`src/hw/rtl/i2cbb_pkg.sv`:
```
// Shared types and command codes for the I2C bit-bang pattern generator.
// No dependencies.
`timescale 1ns / 1ps
`default_nettype none

package i2cbb_pkg;

	localparam logic [1:0] CMD_START = 2'd0;
	localparam logic [1:0] CMD_BYTE  = 2'd1;
	localparam logic [1:0] CMD_STOP  = 2'd2;
	localparam logic [1:0] CMD_LOAD  = 2'd3;

	// Command as classified by the front end, one-hot.
	typedef struct packed {
		logic is_start;
		logic is_byte;
		logic is_stop;
		logic is_load;
	} kind_t;

	typedef struct packed {
		kind_t       kind;
		logic [15:0] data;
	} item_t;

	// Live configuration seen by the sequencer.
	typedef struct packed {
		logic [3:0] data_bit;
		logic [3:0] clock_bit;
		logic       pos_pol;
		logic [7:0] setup_reps;
		logic [7:0] clock_reps;
		logic [7:0] hold_reps;
	} cfg_t;

endpackage

`default_nettype wire

```
`src/hw/rtl/i2cbb_front.sv`:
```
// Front end: decodes incoming commands and queues them for the sequencer.
// Depends on i2cbb_pkg.
`timescale 1ns / 1ps
`default_nettype none

module i2cbb_front
	import i2cbb_pkg::*;
#(
	parameter int DEPTH = 4
) (
	input  wire logic        clk,
	input  wire logic        arst_n,
	input  wire logic        item_valid,
	output logic             item_stall,
	input  wire logic [1:0]  cmd,
	input  wire logic [15:0] payload,
	output logic             head_valid,
	output item_t            head,
	input  wire logic        pop
);

	localparam int AW = (DEPTH > 1) ? $clog2(DEPTH) : 1;
	localparam int CW = $clog2(DEPTH + 1);

	item_t         mem_q [DEPTH];
	logic [AW-1:0] wr_ptr_q;
	logic [AW-1:0] rd_ptr_q;
	logic [CW-1:0] cnt_q;
	kind_t         kind;
	logic          push;

	always_comb begin
		kind = '0;
		unique case (cmd)
			CMD_START: kind.is_start = 1'b1;
			CMD_BYTE:  kind.is_byte  = 1'b1;
			CMD_STOP:  kind.is_stop  = 1'b1;
			CMD_LOAD:  kind.is_load  = 1'b1;
			default:   kind.is_load  = 1'b1;
		endcase
	end

	assign item_stall = (cnt_q == CW'(DEPTH));
	assign push       = item_valid && !item_stall;
	assign head_valid = (cnt_q != '0);
	assign head       = mem_q[rd_ptr_q];

	always_ff @(posedge clk or negedge arst_n) begin
		if (!arst_n) begin
			wr_ptr_q <= '0;
			rd_ptr_q <= '0;
			cnt_q    <= '0;
		end else begin
			if (push)
				wr_ptr_q <= (wr_ptr_q == AW'(DEPTH - 1)) ? '0 : wr_ptr_q + 1'b1;
			if (pop)
				rd_ptr_q <= (rd_ptr_q == AW'(DEPTH - 1)) ? '0 : rd_ptr_q + 1'b1;
			if (push && !pop)
				cnt_q <= cnt_q + 1'b1;
			else if (pop && !push)
				cnt_q <= cnt_q - 1'b1;
		end
	end

	always_ff @(posedge clk) begin
		if (push)
			mem_q[wr_ptr_q] <= '{kind: kind, data: payload};
	end

endmodule

`default_nettype wire

```
`src/hw/rtl/i2cbb_back.sv`:
```
// Back end: phase sequencer, kept base word and output register.
// Depends on i2cbb_pkg.
`timescale 1ns / 1ps
`default_nettype none

module i2cbb_back
	import i2cbb_pkg::*;
(
	input  wire logic        clk,
	input  wire logic        arst_n,
	input  wire cfg_t        cfg,
	input  wire logic        head_valid,
	input  wire item_t       head,
	output logic             pop,
	output logic             result_valid,
	input  wire logic        result_stall,
	output logic [15:0]      pattern_word,
	output logic [7:0]       repeat_count,
	output logic             last
);

	localparam logic [1:0] RSEL_SETUP = 2'd0;
	localparam logic [1:0] RSEL_CLOCK = 2'd1;
	localparam logic [1:0] RSEL_HOLD  = 2'd2;

	localparam logic [3:0] ACK_SLOT = 4'd8;

	function automatic logic [7:0] eff_reps(input logic [7:0] r);
		return (r == 8'd0) ? 8'd1 : r;
	endfunction

	logic        busy_q;
	kind_t       kind_q;
	logic [15:0] data_q;
	logic [7:0]  sh_q;
	logic [1:0]  sub_q;
	logic [3:0]  bitn_q;
	logic [15:0] base_q;

	logic        rv_q;
	logic [15:0] word_q;
	logic [7:0]  reps_q;
	logic        last_q;

	logic        adv, step, emit, fin_ph, done;
	logic        drv_data, level;
	logic [1:0]  rsel;
	logic [3:0]  pos;
	logic [15:0] mask, new_word;
	logic [7:0]  reps;

	// Which line moves, to what level, with which repeat setting.
	always_comb begin
		drv_data = 1'b0;
		level    = 1'b0;
		rsel     = RSEL_CLOCK;
		fin_ph   = 1'b0;
		if (kind_q.is_start) begin
			drv_data = (sub_q == 2'd0);
			level    = 1'b0;
			rsel     = (sub_q == 2'd0) ? RSEL_SETUP : RSEL_CLOCK;
			fin_ph   = (sub_q == 2'd1);
		end else if (kind_q.is_stop) begin
			drv_data = (sub_q == 2'd1);
			level    = 1'b1;
			rsel     = (sub_q == 2'd0) ? RSEL_CLOCK : RSEL_HOLD;
			fin_ph   = (sub_q == 2'd1);
		end else begin
			// byte: setup / clock high / clock low, ack slot releases data low
			case (sub_q)
				2'd0: begin
					drv_data = 1'b1;
					level    = (bitn_q == ACK_SLOT) ? 1'b0 : sh_q[7];
					rsel     = RSEL_SETUP;
				end
				2'd1: begin
					level = 1'b1;
					rsel  = RSEL_CLOCK;
				end
				default: begin
					level = 1'b0;
					rsel  = RSEL_HOLD;
				end
			endcase
			fin_ph = (bitn_q == ACK_SLOT) && (sub_q == 2'd2);
		end
	end

	always_comb begin
		case (rsel)
			RSEL_SETUP: reps = eff_reps(cfg.setup_reps);
			RSEL_CLOCK: reps = eff_reps(cfg.clock_reps);
			default:    reps = eff_reps(cfg.hold_reps);
		endcase
	end

	assign pos      = drv_data ? cfg.data_bit : cfg.clock_bit;
	assign mask     = 16'd1 << pos;
	assign new_word = (level ~^ cfg.pos_pol) ? (base_q | mask) : (base_q & ~mask);

	assign adv  = !rv_q || !result_stall;
	assign step = busy_q && (kind_q.is_load || adv);
	assign emit = busy_q && !kind_q.is_load && adv;
	assign done = step && (kind_q.is_load || fin_ph);
	assign pop  = head_valid && (!busy_q || done);

	always_ff @(posedge clk or negedge arst_n) begin
		if (!arst_n) begin
			busy_q <= 1'b0;
			kind_q <= '0;
			sub_q  <= '0;
			bitn_q <= '0;
			base_q <= '0;
			rv_q   <= 1'b0;
		end else begin
			if (adv)
				rv_q <= emit;
			if (emit)
				base_q <= new_word;
			else if (step && kind_q.is_load)
				base_q <= data_q;
			if (pop) begin
				busy_q <= 1'b1;
				kind_q <= head.kind;
				sub_q  <= '0;
				bitn_q <= '0;
			end else if (done) begin
				busy_q <= 1'b0;
			end else if (emit) begin
				if (sub_q == 2'd2) begin
					sub_q  <= '0;
					bitn_q <= bitn_q + 1'b1;
				end else begin
					sub_q <= sub_q + 1'b1;
				end
			end
		end
	end

	always_ff @(posedge clk) begin
		if (pop) begin
			data_q <= head.data;
			sh_q   <= head.data[7:0];
		end else if (emit && sub_q == 2'd2) begin
			sh_q <= {sh_q[6:0], 1'b0};
		end
		if (emit) begin
			word_q <= new_word;
			reps_q <= reps;
			last_q <= fin_ph;
		end
	end

	assign result_valid = rv_q;
	assign pattern_word = word_q;
	assign repeat_count = reps_q;
	assign last         = last_q;

endmodule

`default_nettype wire

```
`src/hw/rtl/i2c_bitbang_pattern_generator.sv`:
```
// I2C bit-bang pattern generator (write direction). Commands arrive on the
// item channel (cmd, payload) and each becomes a run of 16-bit pattern words
// on the result channel, every word carrying a repeat count and a last flag
// on the final word of its command. Start gives 2 words, write byte gives 27
// (eight data bits MSB first as setup / clock high / clock low, then an ack
// slot with SDA released low), stop gives 2, and load base word gives none but
// replaces the kept word that all line changes are applied to. The sequencer
// puts out one result word per clock while the result side does not stall;
// a load takes a sequencer step of its own that gives no word. A queue of
// QUEUE_DEPTH commands in front of the sequencer keeps the item channel open
// while a command is being played out. The output register holds a word
// while it waits to be taken; the sequencer pauses for as long as the result
// side stalls and carries on in the cycle it lets go.
// Configuration writes are taken at any time (cfg_ready is always high) but
// must only be issued while the block has nothing in flight.
// Depends on i2cbb_pkg, i2cbb_front and i2cbb_back.
`timescale 1ns / 1ps
`default_nettype none

module i2c_bitbang_pattern_generator
	import i2cbb_pkg::*;
#(
	parameter int QUEUE_DEPTH = 4
) (
	input  wire logic        clk,
	input  wire logic        arst_n,
	// command channel
	input  wire logic        item_valid,
	output logic             item_stall,
	input  wire logic [1:0]  cmd,
	input  wire logic [15:0] payload,
	// result channel
	output logic             result_valid,
	input  wire logic        result_stall,
	output logic [15:0]      pattern_word,
	output logic [7:0]       repeat_count,
	output logic             last,
	// configuration write channel
	input  wire logic        cfg_valid,
	output logic             cfg_ready,
	input  wire logic [2:0]  cfg_index,
	input  wire logic [7:0]  cfg_data
);

	// Register map, in index order.
	localparam logic [2:0] REG_DATA_BIT   = 3'd0;
	localparam logic [2:0] REG_CLOCK_BIT  = 3'd1;
	localparam logic [2:0] REG_POLARITY   = 3'd2;
	localparam logic [2:0] REG_SETUP_REPS = 3'd3;
	localparam logic [2:0] REG_CLOCK_REPS = 3'd4;
	localparam logic [2:0] REG_HOLD_REPS  = 3'd5;

	cfg_t  cfg_q;
	logic  head_valid;
	item_t head;
	logic  pop;

	// Every register write completes in one transfer.
	assign cfg_ready = 1'b1;

	// Reset values: SDA on bit 0, SCL on bit 1, direct drive, one copy each.
	always_ff @(posedge clk or negedge arst_n) begin
		if (!arst_n) begin
			cfg_q.data_bit   <= 4'd0;
			cfg_q.clock_bit  <= 4'd1;
			cfg_q.pos_pol    <= 1'b1;
			cfg_q.setup_reps <= 8'd1;
			cfg_q.clock_reps <= 8'd1;
			cfg_q.hold_reps  <= 8'd1;
		end else if (cfg_valid && cfg_ready) begin
			unique case (cfg_index)
				REG_DATA_BIT:   cfg_q.data_bit   <= cfg_data[3:0];
				REG_CLOCK_BIT:  cfg_q.clock_bit  <= cfg_data[3:0];
				REG_POLARITY:   cfg_q.pos_pol    <= cfg_data[0];
				REG_SETUP_REPS: cfg_q.setup_reps <= cfg_data;
				REG_CLOCK_REPS: cfg_q.clock_reps <= cfg_data;
				REG_HOLD_REPS:  cfg_q.hold_reps  <= cfg_data;
				default: ;      // unmapped index: transfer accepted, ignored
			endcase
		end
	end

	// Decode and queue commands.
	i2cbb_front #(
		.DEPTH(QUEUE_DEPTH)
	) u_front (
		.clk        (clk),
		.arst_n     (arst_n),
		.item_valid (item_valid),
		.item_stall (item_stall),
		.cmd        (cmd),
		.payload    (payload),
		.head_valid (head_valid),
		.head       (head),
		.pop        (pop)
	);

	// Play each command out as phase words, one per cycle while the result side does not stall.
	i2cbb_back u_back (
		.clk          (clk),
		.arst_n       (arst_n),
		.cfg          (cfg_q),
		.head_valid   (head_valid),
		.head         (head),
		.pop          (pop),
		.result_valid (result_valid),
		.result_stall (result_stall),
		.pattern_word (pattern_word),
		.repeat_count (repeat_count),
		.last         (last)
	);

endmodule

`default_nettype wire

```
`config.mk`:
```
export PLATFORM = sky130hd
export DESIGN_NAME = i2c_bitbang_pattern_generator
export DESIGN_NICKNAME = d
export VERILOG_FILES = /design/src/hw/rtl/i2cbb_pkg.sv /design/src/hw/rtl/i2cbb_front.sv /design/src/hw/rtl/i2cbb_back.sv /design/src/hw/rtl/i2c_bitbang_pattern_generator.sv
export SDC_FILE = /design/constraint.sdc
export NUM_CORES = 1
export LEC_CHECK = 0
export BUFFER_PORTS_ARGS = -buffer_cell sky130_fd_sc_hd__buf_2
export CAP_MARGIN = 20
export CORE_ASPECT_RATIO = 0.6
export CORE_MARGIN = 3
export CORE_UTILIZATION = 58
export CTS_CLUSTER_DIAMETER = 200
export DETAILED_ROUTE_END_ITERATION = 8
export PLACE_DENSITY_LB_ADDON = 0.05
export RECOVER_POWER = 50
export REMOVE_ABC_BUFFERS = 1
export SYNTH_ARGS = -nofsm -noshare
export SYNTH_HDL_FRONTEND = slang
export SYNTH_SLANG_ARGS = --single-unit
export TNS_END_PERCENT = 10
```
`constraint.sdc`:
```
create_clock -name clk -period 3.91 [get_ports clk]
set_clock_uncertainty 0.2 [all_clocks]
set_input_delay 0.1955 -clock clk [delete_from_list [all_inputs] [get_ports clk]]
set_output_delay 0.1955 -clock clk [all_outputs]
set_load 0.01 [all_outputs]
```
### Yosys cells after proc, flatten, opt, wreduce, memory -nomap -nowiden

Memories as Yosys holds them, arrays and structs flattened.
Cells that the tools add are included.

* output and inout bits: 28
* input port bits: 34
* register bits after elaboration: 116
* RAM bits: 80
* memories kept: 1

Memories
* u_front.mem_q: words 4, width 20, read ports 1, clocked after memory_dff 0, write ports 1, line i2cbb_front.sv:25 `item_t mem_q [DEPTH];`

* multiplexer cells: 44
* eq/ne operators: 16
* add/sub/neg operators: 6
* bitwise gates (word level): 4
* shifts and indexed selects: 1
* reduce and logical (&&, ||, !) cells: 44

Operators with widths (number)
* $mux 16: 3
* $mux 8: 5
* $logic_not 8->1: 3
* $mux 4: 5
* $mux 2: 9
* $mux 1: 17
* $and 16x16->16: 1
* $not 16->16: 1
* $or 16x16->16: 1
* $pmux 8 s2: 1
* $shl 1x4->16 const A: 1
* $reduce_and 2->1: 7
* $reduce_bool 2->1: 6
* $logic_and 1x1->1: 11
* $eq 2x2->1 const B: 5
* $eq 3x3->1 const B: 3
* $logic_not 1->1: 7
* $add 2x1->2 const B: 3
* $eq 2x1->1 const B: 3
* $eq 3x2->1 const B: 2
* $logic_not 2->1: 3
* $mux 3: 2
* $add 4x1->4 const B: 1
* $eq 4x4->1 const B: 1
* other kinds (11): 14

### Logic depth before layout (Yosys ltp)

Gate-level depths: netlist of run 1.

* depth in word-level cells: 11
* mapped depth: 14

### Hierarchy

A second synthesis of run 1 with hierarchy kept.

* cells, all modules: 534
* area, all modules: 8413.1 µm²

By module, submodules not included
* i2cbb_back: area an instance 3732.3 µm², cells each 314, times used 1, sequential area each 2147.1 µm²
* i2cbb_front: area an instance 3372.0 µm², cells each 145, times used 1, sequential area each 2577.5 µm²
* i2c_bitbang_pattern_generator: area an instance 1308.8 µm², cells each 75, times used 1, sequential area each 832.0 µm²

### Worst setup path after synthesis of run 1

Ideal clock, no wire load.

* kind: register to register
* start point: reg u_back.bitn_q[0]
* end point: reg u_front.cnt_q[1]
* arrival time: 2.717 ns
* setup time: 0.125 ns
* buffers on the path: 1
* path slack: 0.869 ns
* stages on the path, launching flop included: 13
* path through: dfrtp_1 > inv_1 > ha_1 > nand3b_1 > nand2b_1 > o31ai_2 > and2b_4 > buf_2 > inv_1 > ha_1 > inv_1 > fa_1 > mux2_2

* longest elaborated chain between the ends: 11

RTL lines
* from (decl): line i2cbb_back.sv:37 `logic [3:0] bitn_q;`
* from (signal assigned): line i2cbb_back.sv:132 `bitn_q <= bitn_q + 1'b1;`
* $eq 4x4->1 *: line i2cbb_back.sv:85 `fin_ph = (bitn_q == ACK_SLOT) && (sub_q == 2'd2);`
* $logic_and 1x1->1 *: line i2cbb_back.sv:85
* $mux 1 *: line i2cbb_back.sv:63 `end else if (kind_q.is_stop) begin`
* $mux 1 *: line i2cbb_back.sv:58 `if (kind_q.is_start) begin`
* $logic_or 1x1->1 *: line i2cbb_back.sv:104 `assign done = step && (kind_q.is_load || fin_ph);`
* $logic_and 1x1->1 *: line i2cbb_back.sv:104
* $logic_or 1x1->1 *: line i2cbb_back.sv:105 `assign pop = head_valid && (!busy_q || done);`
* $logic_and 1x1->1 *: line i2cbb_back.sv:105
* net pop: line i2c_bitbang_pattern_generator.sv:56 `logic pop;`
* $logic_not 1->1: line i2cbb_front.sv:58 `if (push && !pop)`
* $logic_and 1x1->1: line i2cbb_front.sv:58
* $mux 3 / $reduce_bool 2->1 (equally long branches)
* to (signal assigned): line i2cbb_front.sv:59 `cnt_q <= cnt_q + 1'b1;`
* to (signal assigned): line i2cbb_front.sv:61 `cnt_q <= cnt_q - 1'b1;`
* to (decl): line i2cbb_front.sv:28 `logic [CW-1:0] cnt_q;`

Mark *: on every way through the listed nets, which the timed path passes. The rest lies on a longest branch.
A chain may end at the register's enable or synchronous reset.

### Final worst setup path of run 1

* start point: reg u_back.bitn_q[0]
* end point: reg u_front.cnt_q[1]

* longest elaborated chain between the ends: 11

RTL lines (line)
* $eq 4x4->1 *: i2cbb_back.sv:85
* $logic_and 1x1->1 *: i2cbb_back.sv:85
* $mux 1 *: i2cbb_back.sv:63
* $mux 1 *: i2cbb_back.sv:58
* $logic_or 1x1->1 *: i2cbb_back.sv:104
* $logic_and 1x1->1 *: i2cbb_back.sv:104
* $logic_or 1x1->1 *: i2cbb_back.sv:105
* $logic_and 1x1->1 *: i2cbb_back.sv:105
* $logic_not 1->1: i2cbb_front.sv:58
* $logic_and 1x1->1: i2cbb_front.sv:58
* $mux 3 / $reduce_bool 2->1 (equally long branches)

Every way passes the cells marked *; elsewhere a longest branch is shown, timed or not.

==> results of run 1 <==
## final cells by class
class / instances / area share
clock buffer: 17 / 0.0443
clock inverter: 15 / 0.0199
inverter: 13 / 0.00508
multi-input combinational: 327 / 0.276
sequential: 192 / 0.566
tap: 192 / 0.0250
timing repair buffer: 100 / 0.0639
## report_power, final
| part | internal (uW) | switching, uW |
|---|---|---|
| clock | 926 | 840 |
| sequential | 3000 | 423 |
| combinational | 1020 | 1290 |
## logic make-up (layout without fill, tap and decap cells)
| kind of cell | Yosys count | after routing | share of synthesized area |
|---|---|---|---|
| other | 1 | 1 | 0.000455 |
| adders and majority gates | 9 | 9 | 0.0146 |
| and+or+nand+nor | 143 | 143 | 0.0860 |
| AOI/OAI and AO/OA | 67 | 67 | 0.0525 |
| muxes | 100 | 100 | 0.162 |
| xor gates and xnor gates | 7 | 7 | 0.00743 |
| DFF | 192 | 192 | 0.659 |
| buffers and inverters | 31 | 145 | 0.0181 |
## stage by stage
stage	setup slack, ps	area (sq um)	total power [uW]	utilization
after floorplan	970	8150	4950	-
after global placement	1190	8750	5660	0.634
after detailed placement	1090	8750	5770	0.634
after CTS	1050	9690	7580	0.702
after global routing	660	9610	7930	0.697
final	994	9610	7490	0.697
## worst max-delay path: cells and delay by family (launching register included)
kind	cells	cell delay (ps)
AO/OA/AOI/OAI	1	410
adder cells (fa/ha/maj)	3	750
buffers and inverters	3	210
flip-flops	1	420
multiplexers	1	260
AND/OR/NAND/NOR	3	550
## cells in the final DEF (no fill, tap or decap), types with 13 or more instances in the layout
cell type      netlist  layout
buf_2                5      13
clkbuf_16            0      17
mux2i_1             13      13
nand2_1             29      29
inv_1               13      13
dlygate4sd3_1        0      32
nor3_1              14      15
mux4_2              19      19
nand2b_1            13      13
clkbuf_1             8      49
nor2_1              49      49
edfxtp_1           125     125
dfrtp_1             62      62
a21oi_1             16      16
mux2_2              57      56
## metal layers
layer  track usage  vias up  wire length [microns]
li1              -     2276                      -
met1         0.345     2471                   7920
met2         0.341      171                   7620
met3        0.0462       22                    932
met4        0.0680        0                    233
met5             0        -                      0
## repair_timing
action | 4_1_cts | 5_1_grt
hold buffers | 32 | 0
endpoints found under the setup margin | 0 | 0
resized for setup | 0 | 0
endpoints found under the hold margin | 139 | 0
## sequential cells by signal, indices dropped and copies added, names as in the netlist
name,flops
u_back.pattern_word,16
cfg_q,33
u_front.wr_ptr_q,2
u_back.sub_q,2
u_front.cnt_q,3
u_front.rd_ptr_q,2
u_back.base_q,16
u_back.busy_q,1
u_back.bitn_q,4
u_back.result_valid,1
u_back.sh_q,8
u_back.repeat_count,8
u_back.last,1
u_back.kind_q,3
u_back.data_q,16
u_front.mem_q,76
## worst min path at each step
stage	to	cells after the start
after floorplan	cfg_q[10]	0
after global placement	cfg_q[15]	1
after detailed placement	cfg_q[15]	1
after CTS	cfg_q[24]	4
after global routing	u_front.wr_ptr_q[0]	4
final	cfg_q[24]	4
==> results.txt, run 1 <==
Die Ht: 98.4 microns
Die X: 160 microns
P_leak: 0.00350 uW
# IOs: 62
Number of DRC markers in iteration 0: 427
Register area: 5440 sq um
Post-synth top area cell: edfxtp_1
GRT overflow: 0
Ys Warns: 0
Fraction of registers with async set/reset: 0.349
Initial antenna violation count: 0
GRT Overall Usage: 0.228
Via Count: 4940
Max Fclk: 343 MHz
CTS tree: yes
Peak supply drop: 0.346 mV
N_diodes: 0
Rel. slew slack: -0.185
Detail Placement HPWL: 11400 microns
Hold_sp: cfg_valid
Crit Reg-Reg Startpoint: u_back.bitn_q[0]
Buffer levels on the longest clock path: 2
CP startpoint kind: flip-flop
Cells after synthesis: 550
Area contributors post-synth: edfxtp_1, dfrtp_1, mux2_2, mux4_2, nor2_1
Area grow syn2layout: 16.5%
Initial core utilization: 0.598
Crit Reg-Reg Endpoint: u_front.cnt_q[1]
Vias in the first global route: 4994
Hold Slack: 77.0 ps
# fillers: 962
Input/output buffers: 60
Setup TNS: 0 ps
DIE AREA: 15700 sq um
Critical Path RT: 4030 ps
Drt pass-1 iters: 4
Max Cap Viol: 1
# nets final: 694
Worst Tran Pin Value: 1780 ps
Flop2flop setup slack: 990 ps
RSZ-0062 raised after global routing: false
Wirelength per Cell: 19.5 microns
Commonest cells post-synth: edfxtp_1, dfrtp_1, mux2_2, nor2_1, nand2_1
Core box area: 13800 sq um
Clock-pin slew on the worst setup and hold paths: 80 ps
WL final: 16700 microns
Vias per cell: 5.77
Max stage delay on crit path: 420 ps
DRC violations left: 0
Fin crit period: 2920 ps
CP arrival: 3030 ps
Final setup viols: 0
Period utilization: 0.746
First-pass GRT wire length: 27400 microns
CP cell instances: inv_1 -> ha_1 -> nand3b_1 -> nand2b_1 -> o31ai_1 -> and2b_4 -> inv_1 -> ha_1 -> inv_1 -> fa_1 -> mux2_2
Slew Limit Fails: 31
Clk_lat worst skew: 430 ps
Largest net degree at the start of global routing: 36
Syn_area_per_cell: 15.0 sq um
Worst r2r path cells: 11
Area taken by multi-input logic gates: 2650 sq um
Top-area cell type share of the netlist area: 0.455
CTS H-tree depth: 4
Dpl cells: 792
# rows: 33
Yosys cell types: 45
Top-count cell post-synth: edfxtp_1
Crit path capture type: flip-flop
Run status: finished, violations left
Seq/Total Area, Yosys: 0.659
Worst setup path class: flip-flop to flip-flop
Ys flop type: edfxtp_1
Post-synthesis sequential element count: 192
Cell area after synthesis: 8250 sq um
Critical path launch point: u_back.bitn_q[0]
Hold Fails Final Rpt: 0
Hold Path Class: input pin to flip-flop
Post-Layout Cell Count: 856
Share of cells above drive strength 1: 0.208
Sink Count: 192
Final ANT Viol Nets: 0
CP max stage cell: dfrtp_1
PwrDens: 779 nW/um^2
Clock Tree Root: clkbuf_16
TritonCTS Buffers: 17
Routability cong.: 0.850
Post-synth EDFFs: 125
Violated checks: capacitance limit, slew limit
Most frequent CP cell: inv_1
Crit-path max FO: 5
Crit path capture: u_front.cnt_q[1]
Setup Buffers After CTS: 0
Power figures use the tool's default switching activity.
==> run 2: changes to the inputs <==
==> constraint.sdc (replaced) <==
create_clock -name clk -period 3.02 [get_ports clk]
set_clock_uncertainty 0.2 [all_clocks]
set_input_delay 0.151 -clock clk [delete_from_list [all_inputs] [get_ports clk]]
set_output_delay 0.151 -clock clk [all_outputs]
set_load 0.01 [all_outputs]
==> results.txt, run 2 (synthesized netlist as in run 1, its figures left out) <==
Slew Limit Fails: 0
Clock-pin slew on the worst setup and hold paths: 70 ps
Wirelength per Cell: 19.7 microns
Worst Tran Pin Value: 1370 ps
Share of cells above drive strength 1: 0.220
RSZ-0062 raised after global routing: false
Rel. slew slack: 0.0813
Vias in the first global route: 5249
Post-Layout Cell Count: 866
Final setup viols: 0
Hold Fails Final Rpt: 0
GRT overflow: 0
Worst setup path class: flip-flop to flip-flop
Number of DRC markers in iteration 0: 561
Hold EP: u_front.wr_ptr_q[0]
P_sw: 3340 uW
Crit Reg-Reg Endpoint: u_front.cnt_q[1]
Run status: finished, final reports clean
Routability cong.: 0.861
Via Count: 5008
Final ANT Viol Nets: 0
Clock network fraction of design power: 0.226
CTS H-tree depth: 4
Critical Path RT: 3120 ps
Crit-path max FO: 5
Area grow syn2layout: 17.2%
CTS tree: yes
# IOs: 62
# rows: 33
CP arrival: 2960 ps
Initial core utilization: 0.598
Largest reg by FF count: u_front.mem_q
Die Ht: 98.4 microns
WL final: 17000 microns
Die X: 160 microns
First-pass GRT wire length: 27700 microns
Max Cap Viol: 0
Period utilization: 0.946
Dpl cells: 800
Sink Count: 192
Core box area: 13800 sq um
Crit Reg-Reg Startpoint: u_back.bitn_q[0]
Hold Path Class: input pin to flip-flop
Number of gates resized after CTS: 0
TritonCTS Buffers: 17
Buffer levels on the longest clock path: 2
Largest net degree at the start of global routing: 43
# fillers: 970
Part of the power in registers: 0.455
Detail Placement HPWL: 11200 microns
Biggest regs: u_front.mem_q (76), cfg_q (33)
PwrDens: 1010 nW/um^2
Fin crit period: 2860 ps
Hold Path Stages: 3
Hold_sp: item_valid
Max reg flops: 76
Setup TNS: 0 ps
DRC violations left: 0
Setup Buffers After CTS: 0
CP startpoint kind: flip-flop
N_diodes: 0
P_leak: 0.00354 uW
Int Pwr: 6380 uW
Switch share: 0.344
GRT Overall Usage: 0.230
Worst r2r path cells: 11
Max Fclk: 350 MHz
Clk_lat worst skew: 430 ps
Commonest non-fill, non-tap cell in the layout: edfxtp_1
Input/output buffers: 60
Peak supply drop: 0.412 mV
Area taken by multi-input logic gates: 2660 sq um
# nets final: 704
Commonest non-fill, non-tap cells in the layout: edfxtp_1, dfrtp_1, mux2_2
Register area: 5440 sq um
Combinational Power Share: 0.318
Initial antenna violation count: 0
DIE AREA: 15700 sq um
Flop2flop setup slack: 160 ps
Drt pass-1 iters: 4
Clock Tree Root: clkbuf_16
Crit path capture type: flip-flop
Vias per cell: 5.78
CTS hold repair buffers: 32
[run 2: layout make-up]
| cell class | instances | area share |
|---|---|---|
| clock buffers | 17 | 0.0440 |
| well taps | 192 | 0.0249 |
| inverters | 13 | 0.00505 |
| flip-flops and latches | 192 | 0.563 |
| repair buffers | 110 | 0.0716 |
| clock inverters | 15 | 0.0170 |
| multi-input cells | 327 | 0.275 |
[run 2: power groups by stage]
stage	registers, uW	logic, uW	clock network (uW)
5_1_grt	4530	3390	2340
4_1_cts	4420	3160	2240
3_5_place_dp	4460	3080	0
3_3_place_gp	4430	2940	0
6_report	4420	3100	2200
2_1_floorplan	4400	2020	0
[run 2: per-stage QoR]
stage | power (uW) | hold WS, ps | util | area [sq um] | worst slack (ps)
6_report | 9720 | 16.5 | 0.701 | 9660 | 164
3_3_place_gp | 7370 | 151 | 0.638 | 8800 | 308
2_1_floorplan | 6410 | -345 | - | 8150 | 80.3
3_5_place_dp | 7540 | 167 | 0.639 | 8810 | 170
5_1_grt | 10300 | 72.4 | 0.701 | 9660 | 16.3
4_1_cts | 9810 | 9.21 | 0.705 | 9720 | 157
[run 2: layer usage]
layer / global-route usage / wire length (microns) / part of all wire
met5: 0 / 0 / 0
met4: 0.0673 / 294 / 0.017
met3: 0.0551 / 1210 / 0.071
met2: 0.353 / 7750 / 0.46
met1: 0.333 / 7770 / 0.46
[run 2: how the worst max path moves through the flow]
stage / from / endpoint / slack [ps]
2_1_floorplan: u_back.bitn_q[0] / u_front.cnt_q[1] / 80
3_3_place_gp: u_back.bitn_q[0] / u_front.cnt_q[1] / 310
3_5_place_dp: u_back.bitn_q[0] / u_front.cnt_q[1] / 170
4_1_cts: u_back.bitn_q[0] / u_front.cnt_q[1] / 160
5_1_grt: u_back.bitn_q[0] / u_front.cnt_q[1] / 20
6_report: u_back.bitn_q[0] / u_front.cnt_q[1] / 160
[run 2: critical path, cell delays in order (launching register included)]
cell      delay [ps]
dfrtp_1          430
inv_1             80
ha_1             150
nand3b_1         110
nand2b_1         240
o31ai_2          340
and2b_4          200
inv_1             40
ha_1             190
inv_1             70
fa_1             400
mux2_2           280
